[src/rtl/core/idl_pkg.sv]
`timescale 1ns / 1ps

package idl_pkg;

   localparam int CAPACITY      = 16;
   localparam int ELEMENT_WIDTH = 32;

   localparam int COMMAND_W = 2;
   localparam int POSITION_W = 5;
   localparam int VALUE_W   = 32;
   localparam int STATUS_W  = 2;
   localparam int DATA_W    = 32;
   localparam int ENTRIES_W = 5;

   localparam int COUNT_W   = $clog2(CAPACITY + 1);
   localparam int INDEX_W   = (CAPACITY > 1) ? $clog2(CAPACITY) : 1;
   localparam int COMPARE_W = (COUNT_W > POSITION_W) ? COUNT_W + 1 : POSITION_W + 1;

   localparam logic [COMMAND_W-1:0] CMD_INSERT = 2'd0;
   localparam logic [COMMAND_W-1:0] CMD_REMOVE = 2'd1;
   localparam logic [COMMAND_W-1:0] CMD_READ   = 2'd2;

   localparam logic [STATUS_W-1:0] ST_OK    = 2'd0;
   localparam logic [STATUS_W-1:0] ST_FULL  = 2'd1;
   localparam logic [STATUS_W-1:0] ST_RANGE = 2'd2;

   typedef struct packed {
      logic capture;
      logic execute;
   } ctrl_type;

endpackage

[src/rtl/core/idl_if.sv]
`timescale 1ns / 1ps

interface idl_req_if;
   logic                                valid;
   logic                                ready;
   logic [idl_pkg::COMMAND_W-1:0]       command;
   logic [idl_pkg::POSITION_W-1:0]      position;
   logic signed [idl_pkg::VALUE_W-1:0]  value;

   modport source (output valid, output command, output position, output value, input ready);
   modport sink (input valid, input command, input position, input value, output ready);
endinterface

interface idl_rsp_if;
   logic                                valid;
   logic                                ready;
   logic [idl_pkg::STATUS_W-1:0]        status;
   logic signed [idl_pkg::DATA_W-1:0]   data;
   logic [idl_pkg::ENTRIES_W-1:0]       entries;

   modport source (output valid, output status, output data, output entries, input ready);
   modport sink (input valid, input status, input data, input entries, output ready);
endinterface

[src/rtl/core/idl_ctrl.sv]
`timescale 1ns / 1ps

module idl_ctrl (
   input  logic                 clock,
   input  logic                 reset,
   input  logic                 req_valid,
   output logic                 req_ready,
   output logic                 rsp_valid,
   input  logic                 rsp_ready,
   output idl_pkg::ctrl_type    ctrl
);

   localparam logic [1:0] S_IDLE = 2'd0;
   localparam logic [1:0] S_EXEC = 2'd1;
   localparam logic [1:0] S_RESP = 2'd2;

   logic [1:0] state_ff;
   logic [1:0] state_in;

   always_comb begin
      state_in = state_ff;
      unique case (state_ff)
         S_IDLE: begin
            if (req_valid) begin
               state_in = S_EXEC;
            end
         end
         S_EXEC: begin
            state_in = S_RESP;
         end
         S_RESP: begin
            if (rsp_ready) begin
               state_in = S_IDLE;
            end
         end
         default: begin
            state_in = S_IDLE;
         end
      endcase
   end

   always_ff @(posedge clock) begin
      if (reset) begin
         state_ff <= S_IDLE;
      end else begin
         state_ff <= state_in;
      end
   end

   assign req_ready    = (state_ff == S_IDLE);
   assign rsp_valid    = (state_ff == S_RESP);
   assign ctrl.capture = (state_ff == S_IDLE) && req_valid;
   assign ctrl.execute = (state_ff == S_EXEC);

endmodule

[src/rtl/core/idl_datapath.sv]
`timescale 1ns / 1ps

module idl_datapath (
   input  logic                                clock,
   input  logic                                reset,
   input  idl_pkg::ctrl_type                   ctrl,
   input  logic [idl_pkg::COMMAND_W-1:0]       command,
   input  logic [idl_pkg::POSITION_W-1:0]      position,
   input  logic signed [idl_pkg::VALUE_W-1:0]  value,
   output logic [idl_pkg::STATUS_W-1:0]        status,
   output logic signed [idl_pkg::DATA_W-1:0]   data,
   output logic [idl_pkg::ENTRIES_W-1:0]       entries
);

   localparam int CAP = idl_pkg::CAPACITY;
   localparam int EW  = idl_pkg::ELEMENT_WIDTH;
   localparam int CW  = idl_pkg::COMPARE_W;

   logic [EW-1:0]                     elem_ff [CAP];
   logic [EW-1:0]                     elem_in [CAP];
   logic [EW-1:0]                     below   [CAP];
   logic [EW-1:0]                     above   [CAP];
   logic [idl_pkg::COUNT_W-1:0]       count_ff;
   logic [idl_pkg::COUNT_W-1:0]       count_in;
   logic [idl_pkg::COMMAND_W-1:0]     cmd_ff;
   logic [idl_pkg::POSITION_W-1:0]    pos_ff;
   logic [EW-1:0]                     val_ff;
   logic [idl_pkg::STATUS_W-1:0]      status_ff;
   logic [idl_pkg::STATUS_W-1:0]      status_in;
   logic [idl_pkg::DATA_W-1:0]        data_ff;
   logic [idl_pkg::DATA_W-1:0]        data_in;
   logic [CW-1:0]                     pos_ext;
   logic [CW-1:0]                     count_ext;
   logic [EW-1:0]                     selected;

   for (genvar g = 0; g < CAP; g++) begin : g_neighbors
      if (g > 0) begin : g_below
         assign below[g] = elem_ff[g-1];
      end else begin : g_first
         assign below[g] = elem_ff[g];
      end
      if (g < CAP - 1) begin : g_above
         assign above[g] = elem_ff[g+1];
      end else begin : g_last
         assign above[g] = elem_ff[g];
      end
   end

   assign pos_ext   = CW'(pos_ff);
   assign count_ext = CW'(count_ff);
   assign selected  = elem_ff[pos_ff[idl_pkg::INDEX_W-1:0]];

   always_comb begin
      elem_in   = elem_ff;
      count_in  = count_ff;
      status_in = status_ff;
      data_in   = data_ff;
      if (ctrl.execute) begin
         status_in = idl_pkg::ST_OK;
         data_in   = '0;
         case (cmd_ff)
            idl_pkg::CMD_INSERT: begin
               if (count_ext >= CW'(CAP)) begin
                  status_in = idl_pkg::ST_FULL;
               end else if (pos_ext > count_ext) begin
                  status_in = idl_pkg::ST_RANGE;
               end else begin
                  for (int i = 0; i < CAP; i++) begin
                     if (CW'(i) == pos_ext) begin
                        elem_in[i] = val_ff;
                     end else if (CW'(i) > pos_ext && CW'(i) <= count_ext) begin
                        elem_in[i] = below[i];
                     end
                  end
                  count_in = count_ff + 1'b1;
               end
            end
            idl_pkg::CMD_REMOVE, idl_pkg::CMD_READ: begin
               if (pos_ext >= count_ext) begin
                  status_in = idl_pkg::ST_RANGE;
               end else begin
                  data_in = idl_pkg::DATA_W'(selected);
                  if (cmd_ff == idl_pkg::CMD_REMOVE) begin
                     for (int i = 0; i < CAP; i++) begin
                        if (CW'(i) >= pos_ext && CW'(i) + CW'(1) < count_ext) begin
                           elem_in[i] = above[i];
                        end
                     end
                     count_in = count_ff - 1'b1;
                  end
               end
            end
            default: begin
               status_in = idl_pkg::ST_OK;
            end
         endcase
      end
   end

   always_ff @(posedge clock) begin
      if (reset) begin
         count_ff <= '0;
      end else begin
         count_ff <= count_in;
      end
   end

   always_ff @(posedge clock) begin
      elem_ff   <= elem_in;
      status_ff <= status_in;
      data_ff   <= data_in;
      if (ctrl.capture) begin
         cmd_ff <= command;
         pos_ff <= position;
         val_ff <= EW'(value);
      end
   end

   assign status  = status_ff;
   assign data    = data_ff;
   assign entries = idl_pkg::ENTRIES_W'(count_ff);

endmodule

[src/rtl/core/indexed_insert_remove_list_core.sv]
`timescale 1ns / 1ps
// The controller steps through an accept, execute and respond sequence: the
// request is captured on accept, the result is computed and registered in the
// execute state and offered in the respond state. A new request is accepted only
// after the last response has transferred; a stalled response holds the next one.
// Reset clears the entry count and the controller; the element store is not
// cleared, since only entries below the count are ever read.

module indexed_insert_remove_list_core (
   input  logic      clock,
   input  logic      reset,
   idl_req_if.sink   req_ch,
   idl_rsp_if.source rsp_ch
);

   idl_pkg::ctrl_type ctrl;

   idl_ctrl u_ctrl (
      .clock     (clock),
      .reset     (reset),
      .req_valid (req_ch.valid),
      .req_ready (req_ch.ready),
      .rsp_valid (rsp_ch.valid),
      .rsp_ready (rsp_ch.ready),
      .ctrl      (ctrl)
   );

   idl_datapath u_datapath (
      .clock    (clock),
      .reset    (reset),
      .ctrl     (ctrl),
      .command  (req_ch.command),
      .position (req_ch.position),
      .value    (req_ch.value),
      .status   (rsp_ch.status),
      .data     (rsp_ch.data),
      .entries  (rsp_ch.entries)
   );

endmodule

[src/flat_wrapper.sv]
// flat-port wrapper written by rule: the top's interface ports become plain ports
module indexed_insert_remove_list_core_flat 
  (clock, reset, req_ch_valid, req_ch_command, req_ch_position, req_ch_value, req_ch_ready, rsp_ch_valid, rsp_ch_status, rsp_ch_data, rsp_ch_entries, rsp_ch_ready);
  idl_req_if req_ch_i ();
  idl_rsp_if rsp_ch_i ();
  input  logic clock;
  input  logic reset;
  input wire logic [$bits(req_ch_i.valid)-1:0] req_ch_valid;
  input wire logic [$bits(req_ch_i.command)-1:0] req_ch_command;
  input wire logic [$bits(req_ch_i.position)-1:0] req_ch_position;
  input wire logic [$bits(req_ch_i.value)-1:0] req_ch_value;
  output wire logic [$bits(req_ch_i.ready)-1:0] req_ch_ready;
  output wire logic [$bits(rsp_ch_i.valid)-1:0] rsp_ch_valid;
  output wire logic [$bits(rsp_ch_i.status)-1:0] rsp_ch_status;
  output wire logic [$bits(rsp_ch_i.data)-1:0] rsp_ch_data;
  output wire logic [$bits(rsp_ch_i.entries)-1:0] rsp_ch_entries;
  input wire logic [$bits(rsp_ch_i.ready)-1:0] rsp_ch_ready;
  assign req_ch_i.valid = req_ch_valid;
  assign req_ch_i.command = req_ch_command;
  assign req_ch_i.position = req_ch_position;
  assign req_ch_i.value = req_ch_value;
  assign req_ch_ready = req_ch_i.ready;
  assign rsp_ch_valid = rsp_ch_i.valid;
  assign rsp_ch_status = rsp_ch_i.status;
  assign rsp_ch_data = rsp_ch_i.data;
  assign rsp_ch_entries = rsp_ch_i.entries;
  assign rsp_ch_i.ready = rsp_ch_ready;
  indexed_insert_remove_list_core u_core (.clock(clock), .reset(reset), .req_ch(req_ch_i), .rsp_ch(rsp_ch_i));
endmodule
[config.mk]
export PLATFORM = sky130hd
export DESIGN_NAME = indexed_insert_remove_list_core_flat
export DESIGN_NICKNAME = d
export VERILOG_FILES = /design/src/rtl/core/idl_pkg.sv /design/src/rtl/core/idl_if.sv /design/src/rtl/core/idl_ctrl.sv /design/src/rtl/core/idl_datapath.sv /design/src/rtl/core/indexed_insert_remove_list_core.sv /design/src/flat_wrapper.sv
export SDC_FILE = /design/constraint.sdc
export NUM_CORES = 1
export LEC_CHECK = 0
export BUFFER_PORTS_ARGS = -buffer_cell sky130_fd_sc_hd__buf_2
export CORE_UTILIZATION = 51
export DETAILED_ROUTE_END_ITERATION = 16
export PLACE_DENSITY = 0.67
export SLEW_MARGIN = 20
export SYNTH_ARGS = -nofsm -noshare
export SYNTH_HDL_FRONTEND = slang
export SYNTH_HIERARCHICAL = 1
export SYNTH_SLANG_ARGS = --single-unit
[constraint.sdc]
create_clock -name clock -period 11.8 [get_ports clock]
set_input_delay 0.59 -clock clock [delete_from_list [all_inputs] [get_ports clock]]
set_output_delay 0.59 -clock clock [all_outputs]
set_load 0.05 [all_outputs]
==> results_dict.tcl, run 1 <==
set metrics [dict create \
    outcome "complete, no violations" \
    layout_commonest_cell "edfxtp_1" \
    synth_async_sr_flop_share_pct 0 \
    drt_first_iter_violations 2905 \
    ys_seq_elements 592 \
    synth-seq-area-share_pct 53.0 \
    synth_top_area_cell "edfxtp_1" \
    critical_path.max_fanout 251 \
    synthesis.area_mm2 0.0334 \
    timing.critical_path.arrival_ns 4.69 \
    layout.cells.most_common_list "585 x edfxtp_1, 578 x mux2i_1, 530 x nand2_1" \
    area_growth_pct 8.77 \
    synth.distinct_cells 64 \
    cts_tree "done" \
    drt_pre_antenna_iters 6 \
    hold-path-cell-count 1 \
    total_vias_in_the_final_route 24100 \
    worstMarginPinSlew_ns 1.10 \
    clock-sinks 592 \
    initial_antenna_violation_count 0 \
    dp_worst_setup_slack_ns 7.61 \
    max_freq_ghz 0.231 \
    ir_worst_vdd_v 0.000172 \
    clkTransAtPathRegs_ns 0.06 \
    numPortBuffers 83 \
    io_pins 84 \
    drv_cap 0 \
    drt_drc_violations_left 0 \
    ant_nets 0 \
    vias_in_the_first_global_route 23400 \
    p_leak_nw 14.7 \
    dieArea_mm2 0.0665 \
    place.detailed.hpwl_um 53000 \
    route.detailed.wl_per_inst_um 25.2 \
    drv_slew 0 \
    synth_edf_count 585 \
    yosysWarnings 6 \
    postLayoutSetupSlackWorst_ns 7.47 \
    cts_resized 0 \
    worst_r2r_path_cells 6 \
    reg2reg_to "u_core/u_datapath/below[453]$_DFFE_PP_" \
    fin_setup_tns_ns 0 \
    clk_path_buf_depth 3 \
    track_usage_pct 28.1 \
    layout_min_cycle_time_ns 4.33 \
    route.detailed.vias_per_inst 6.44 \
    synth_cells 2893 \
    timing.hold.worst_endpoint "u_core/u_datapath/val_ff[31]$_DFFE_PP_" \
    floorplan.rows 93 \
    hold_path.class "in2reg" \
    yosys-top-cells-area "edfxtp_1 53%, mux2i_1 17%, o21ai_0 6.7%, nand2_1 6.0%, mux4_2 4.3%" \
    n_fill_cell 5332 \
    final_core_utilization_pct 56.2 \
    core-area_mm2 0.0646 \
    yosysTopAreaCellShare_pct 52.6 \
    timing_hold_violations_final 0 \
    timing.final.crit_share_pct 36.7 \
    critical_path.reg2reg.startpoint "u_core/u_datapath/cmd_ff[1]$_DFFE_PP_" \
    wl_um 94000 \
    power-per-cell-area_mw_per_mm2 141 \
    die_h_um 258 \
    starting_density_of_the_core_pct 51.7 \
    overflow 0 \
    grt_first_pass_wirelength_um 144000 \
    post_synthesis_net_count 2949 \
    drive_gt1_share_pct 12.5 \
    finish.net_count 2887 \
    rsz_0062_raised_after_global_routing "false" \
    syn_area_per_cell_um2 11.5 \
    postSynth.topFlopCell "edfxtp_1" \
    cp-start-kind "flop" \
    crit_type "reg2reg" \
    holdCritStartpoint "req_ch_value[31]" \
    worstSkewPairLatency_ns 0.62 \
    slew_headroom_pct 26.4 \
    worst-r2r-setup-slack_ns 7.47 \
    clock_root_buffer "clkbuf_16" \
    crit_path_end_kind "flop" \
    cts_inserted_buffers 68 \
    cts-hold-fix-buffers 0 \
    die_width_um 258 \
    post_cts_buffers 0 \
    maximum_number_of_pins_on_one_net_before_global_route_repair 260 \
    wp_data_required_ns 12.16 \
    setup_skew_ns 0.0322 \
    cts_max_level 3 \
    setup_violations 0 \
    place.gp.congestion 0.860 \
]
## state kept, by name, summed over array words and instances, names as in the netlist
signal	cells
u_core/u_ctrl/state_ff	2
u_core/u_datapath/above	480
u_core/u_datapath/below	32
u_core/u_datapath/cmd_ff	2
u_core/u_datapath/data	32
u_core/u_datapath/entries	5
u_core/u_datapath/pos_ff	5
u_core/u_datapath/status	2
u_core/u_datapath/val_ff	32
## cells in the mapped netlist, drive strengths merged, types with 2 or more instances
cell       n
nor4b      2
o22ai     32
a21oi     52
nand3      9
mux4      64
and3       2
nor3b      3
nor2      26
o211a      2
o311a      3
dfxtp      7
mux2i    578
o221ai    32
clkbuf   148
o32ai     32
nor3       6
o211ai     2
a2111oi    3
ha        13
mux2      34
edfxtp   585
nor2b      8
a221oi     3
o31ai      2
nand2    541
a21boi     2
o311ai     2
inv       13
buf      118
nor4       2
nand2b     4
and2       6
a31oi      3
a311oi     4
o21ai    499
a211oi    35
a21o       4
## logic make-up (layout without fill, tap and decap cells)
| logic type | Yosys count | in the layout | synth area share, % |
|---|---|---|---|
| AO/OA/AOI/OAI | 718 | 718 | 12.3 |
| XOR/XNOR | 1 | 1 | 0.0262 |
| adder cells (fa/ha/maj) | 13 | 13 | 0.487 |
| buffers and inverters | 280 | 268 | 3.91 |
| flip-flops | 592 | 592 | 53.0 |
| multiplexers | 676 | 676 | 22.8 |
| other | 0 | 1 | 0 |
| AND/OR/NAND/NOR | 613 | 613 | 7.47 |
## worst max path at each step
stage / slack, ns / end / startpoint
6_report: 7.47 / u_core/u_datapath/below[453]$_DFFE_PP_ / u_core/u_datapath/cmd_ff[1]$_DFFE_PP_
5_1_grt: 7.15 / u_core/u_datapath/below[453]$_DFFE_PP_ / u_core/u_datapath/cmd_ff[1]$_DFFE_PP_
4_1_cts: 7.58 / u_core/u_datapath/below[453]$_DFFE_PP_ / u_core/u_datapath/cmd_ff[1]$_DFFE_PP_
3_5_place_dp: 7.61 / u_core/u_datapath/below[453]$_DFFE_PP_ / u_core/u_datapath/cmd_ff[1]$_DFFE_PP_
3_3_place_gp: 7.64 / u_core/u_datapath/below[453]$_DFFE_PP_ / u_core/u_datapath/cmd_ff[1]$_DFFE_PP_
2_1_floorplan: 4.01 / u_core/u_datapath/above[224]$_DFFE_PP_ / u_core/u_datapath/entries[1]$_SDFFE_PP0P_
## layout make-up
type / count / area (µm²) / area share (%)
inverter: 14 / 52.6 / 0.145
sequential: 592 / 17700 / 48.8
clock inverter: 37 / 211 / 0.582
clock buffer: 83 / 1820 / 5.02
timing repair buffer: 134 / 823 / 2.27
tap: 855 / 1070 / 2.95
antenna: 1 / 2.50 / 0.00689
multi-input combinational: 2021 / 14600 / 40.3
## critical path, stage by stage, from the launching register on
cell and delay (ns):
edfxtp_1 0.37, inv_1 0.08, ha_4 0.61, buf_4 0.83, buf_12 0.66, buf_4 0.83
mux2_2 0.41
## power by group
group          total (mW)  internal [mW]  switching (mW)
Combinational       0.656          0.218           0.438
Sequential           2.47           2.41          0.0668
Clock                1.99           1.13           0.851
## per-layer routing
| layer | track usage (%) | wire [µm] | vias to the layer above |
|---|---|---|---|
| met3 | 4.51 | 6820 | 204 |
| met2 | 45.0 | 44500 | 1067 |
| li1 | - | - | 10800 |
| met1 | 38.6 | 39500 | 12000 |
| met4 | 10.7 | 3190 | 0 |
| met5 | 0 | 0 | - |
## through the flow
step / std cells / total power [mW] / instance area, µm² / hold slack, ns
2_1_floorplan: 2893 / 2.98 / 33400 / 0.525
3_3_place_gp: 3616 / 3.14 / 34300 / 0.532
3_5_place_dp: 3616 / 3.16 / 34300 / 0.550
4_1_cts: 3736 / 5.14 / 36300 / 0.125
5_1_grt: 3736 / 5.29 / 36300 / 0.130
6_report: 3737 / 5.11 / 36300 / 0.150
Note: power is estimated with default switching activity, not from simulation.
==> inputs of run 2 (changes only) <==
==> constraint.sdc (replaced) <==
create_clock -name clock -period 4 [get_ports clock]
set_input_delay 0.2 -clock clock [delete_from_list [all_inputs] [get_ports clock]]
set_output_delay 0.2 -clock clock [all_outputs]
set_load 0.05 [all_outputs]
==> results_dict.tcl, run 2 (synthesis results as in run 1) <==
set metrics [dict create \
    totalPowerFinal_mw 15.4 \
    vias_in_the_first_global_route 23300 \
    power-per-cell-area_mw_per_mm2 413 \
    critical_path.max_fanout 20 \
    setup_skew_ns 0.0269 \
    cp-start-kind "flop" \
    hold_path.class "in2reg" \
    drt_drc_violations_left 0 \
    holdCritStartpoint "req_ch_value[24]" \
    drt_first_iter_violations 2536 \
    clock-sinks 592 \
    crit_path_start "u_core/u_datapath/entries[1]$_SDFFE_PP0P_" \
    slew_headroom_pct 20.4 \
    timing.critical_path.arrival_ns 3.59 \
    timing.final.crit_share_pct 83.5 \
    flip_flop_count_of_the_largest_register_all_copies_and_words_added 480 \
    worstMarginPinSlew_ns 1.19 \
    hold-path-cell-count 2 \
    starting_density_of_the_core_pct 51.7 \
    drv_cap 0 \
    die_width_um 258 \
    clkTransAtPathRegs_ns 0.06 \
    timing_hold_violations_final 0 \
    dieArea_mm2 0.0665 \
    timing.hold.worst_endpoint "u_core/u_datapath/val_ff[24]$_DFFE_PP_" \
    crit_path_end_kind "flop" \
    critical_path.slowest_cell "dfxtp_1" \
    post-route-cell-area_mm2 0.0372 \
    drv_slew 0 \
    crit_path_frequent_cell "buf_4" \
    numPortBuffers 83 \
    layout_min_cycle_time_ns 3.34 \
    ant_nets 0 \
    finish.net_count 2948 \
    worstSkewPairLatency_ns 0.62 \
    io_pins 84 \
    place.detailed.hpwl_um 54600 \
    rsz_0062_raised_after_global_routing "false" \
    setup_violations 0 \
    cts_inserted_buffers 66 \
    wl_um 95900 \
    placed_cell_area_mm2 0.0347 \
    drt_pre_antenna_iters 6 \
    cell_by_cell_trace_of_the_critical_path "inv_1 > ha_1 > nor2b_1 > o31ai_1 > a21o_1 > o211ai_2 > buf_4 > a221oi_4 > buf_4" \
    cts_tree "done" \
    route.detailed.vias_per_inst 6.43 \
    cts_max_level 3 \
    outcome "complete, no violations" \
    overflow 0 \
    layout.cells.most_common_list "585 x edfxtp_1, 578 x mux2i_1, 530 x nand2_1" \
    post_cts_buffers 0 \
    reg2reg_to "u_core/u_datapath/above[299]$_DFFE_PP_" \
    crit_type "reg2reg" \
    n_fill_cell 5306 \
    ir_worst_vdd_v 0.000279 \
    max_stage_delay_ns 0.55 \
    core-area_mm2 0.0646 \
    layout_commonest_cell "edfxtp_1" \
    cts_resized 0 \
    track_usage_pct 28.6 \
    total_vias_in_the_final_route 24400 \
    clk_path_buf_depth 3 \
    clock_root_buffer "clkbuf_16" \
    grt_first_pass_wirelength_um 146000 \
    area_growth_pct 11.5 \
    drive_gt1_share_pct 13.2 \
    max_freq_ghz 0.300 \
    critical_path.reg2reg.startpoint "u_core/u_datapath/entries[1]$_SDFFE_PP0P_" \
    cts-hold-fix-buffers 43 \
    initial_antenna_violation_count 1 \
    maximum_number_of_pins_on_one_net_before_global_route_repair 265 \
    place.gp.congestion 0.921 \
    die_h_um 258 \
    worst_r2r_path_cells 9 \
    route.detailed.wl_per_inst_um 25.3 \
    p_leak_nw 15.1 \
    wp_data_required_ns 4.25 \
    floorplan.rows 93 \
    worst-r2r-setup-slack_ns 0.66 \
]
==> run 2: per-layer routing <==
| layer | vias to the layer above | routed length (µm) | GRT usage (%) | share of wire (%) |
|---|---|---|---|---|
| met2 | 1140 | 45600 | 46.7 | 48 |
| met1 | 12200 | 40000 | 39.5 | 42 |
| met3 | 191 | 7220 | 4.03 | 7.5 |
| met4 | 0 | 2990 | 9.37 | 3.1 |
| li1 | 10900 | - | - | - |
| met5 | - | 0 | 0 | 0 |
==> run 2: where the power goes <==
part	leakage, nW	internal [mW]	switching, mW	total [mW]
clock	1.02	3.49	2.58	6.07
sequential	5.39	7.09	0.195	7.29
combinational	8.72	0.696	1.32	2.01
total	15.1	11.3	4.09	15.4
==> run 2: final cells by class <==
class / count / area (µm²) / share of cell area, %
sequential: 592 / 17700 / 47.6
multi-input combinational: 2021 / 14600 / 39.3
clock buffer: 76 / 1730 / 4.65
timing repair buffer: 197 / 1650 / 4.44
tap: 855 / 1070 / 2.87
clock inverter: 38 / 360 / 0.968
inverter: 14 / 52.6 / 0.141
antenna: 1 / 2.50 / 0.00672
==> run 2: per-stage QoR <==
step	setup TNS, ns	setup slack (ns)	hold WS (ns)	instances	utilization [%]
3_5_place_dp	0	0.750	0.378	3636	53.7
4_1_cts	0	0.728	0.261	3793	57.6
3_3_place_gp	0	0.839	0.376	3636	53.7
6_report	0	0.661	0.289	3794	57.6
5_1_grt	0	0.557	0.277	3793	57.6
2_1_floorplan	-63.25	-0.265	0.299	2893	-
==> run 2: critical path: cells and delay by family, from the launching register on <==
| family | cells | cell delay, ns |
|---|---|---|
| AOI/OAI and AO/OA | 4 | 0.95 |
| buffers and inverters | 3 | 0.93 |
| DFF | 1 | 0.55 |
| adders and majority gates | 1 | 0.37 |
| and+or+nand+nor | 1 | 0.14 |
==> run 2: how the worst max path moves through the flow <==
stage,end,slack [ns]
6_report,u_core/u_datapath/above[299]$_DFFE_PP_,0.66
5_1_grt,u_core/u_datapath/above[299]$_DFFE_PP_,0.56
4_1_cts,u_core/u_datapath/above[291]$_DFFE_PP_,0.73
3_5_place_dp,u_core/u_datapath/above[299]$_DFFE_PP_,0.75
3_3_place_gp,u_core/u_datapath/above[305]$_DFFE_PP_,0.84
2_1_floorplan,u_core/u_datapath/above[416]$_DFFE_PP_,-0.26
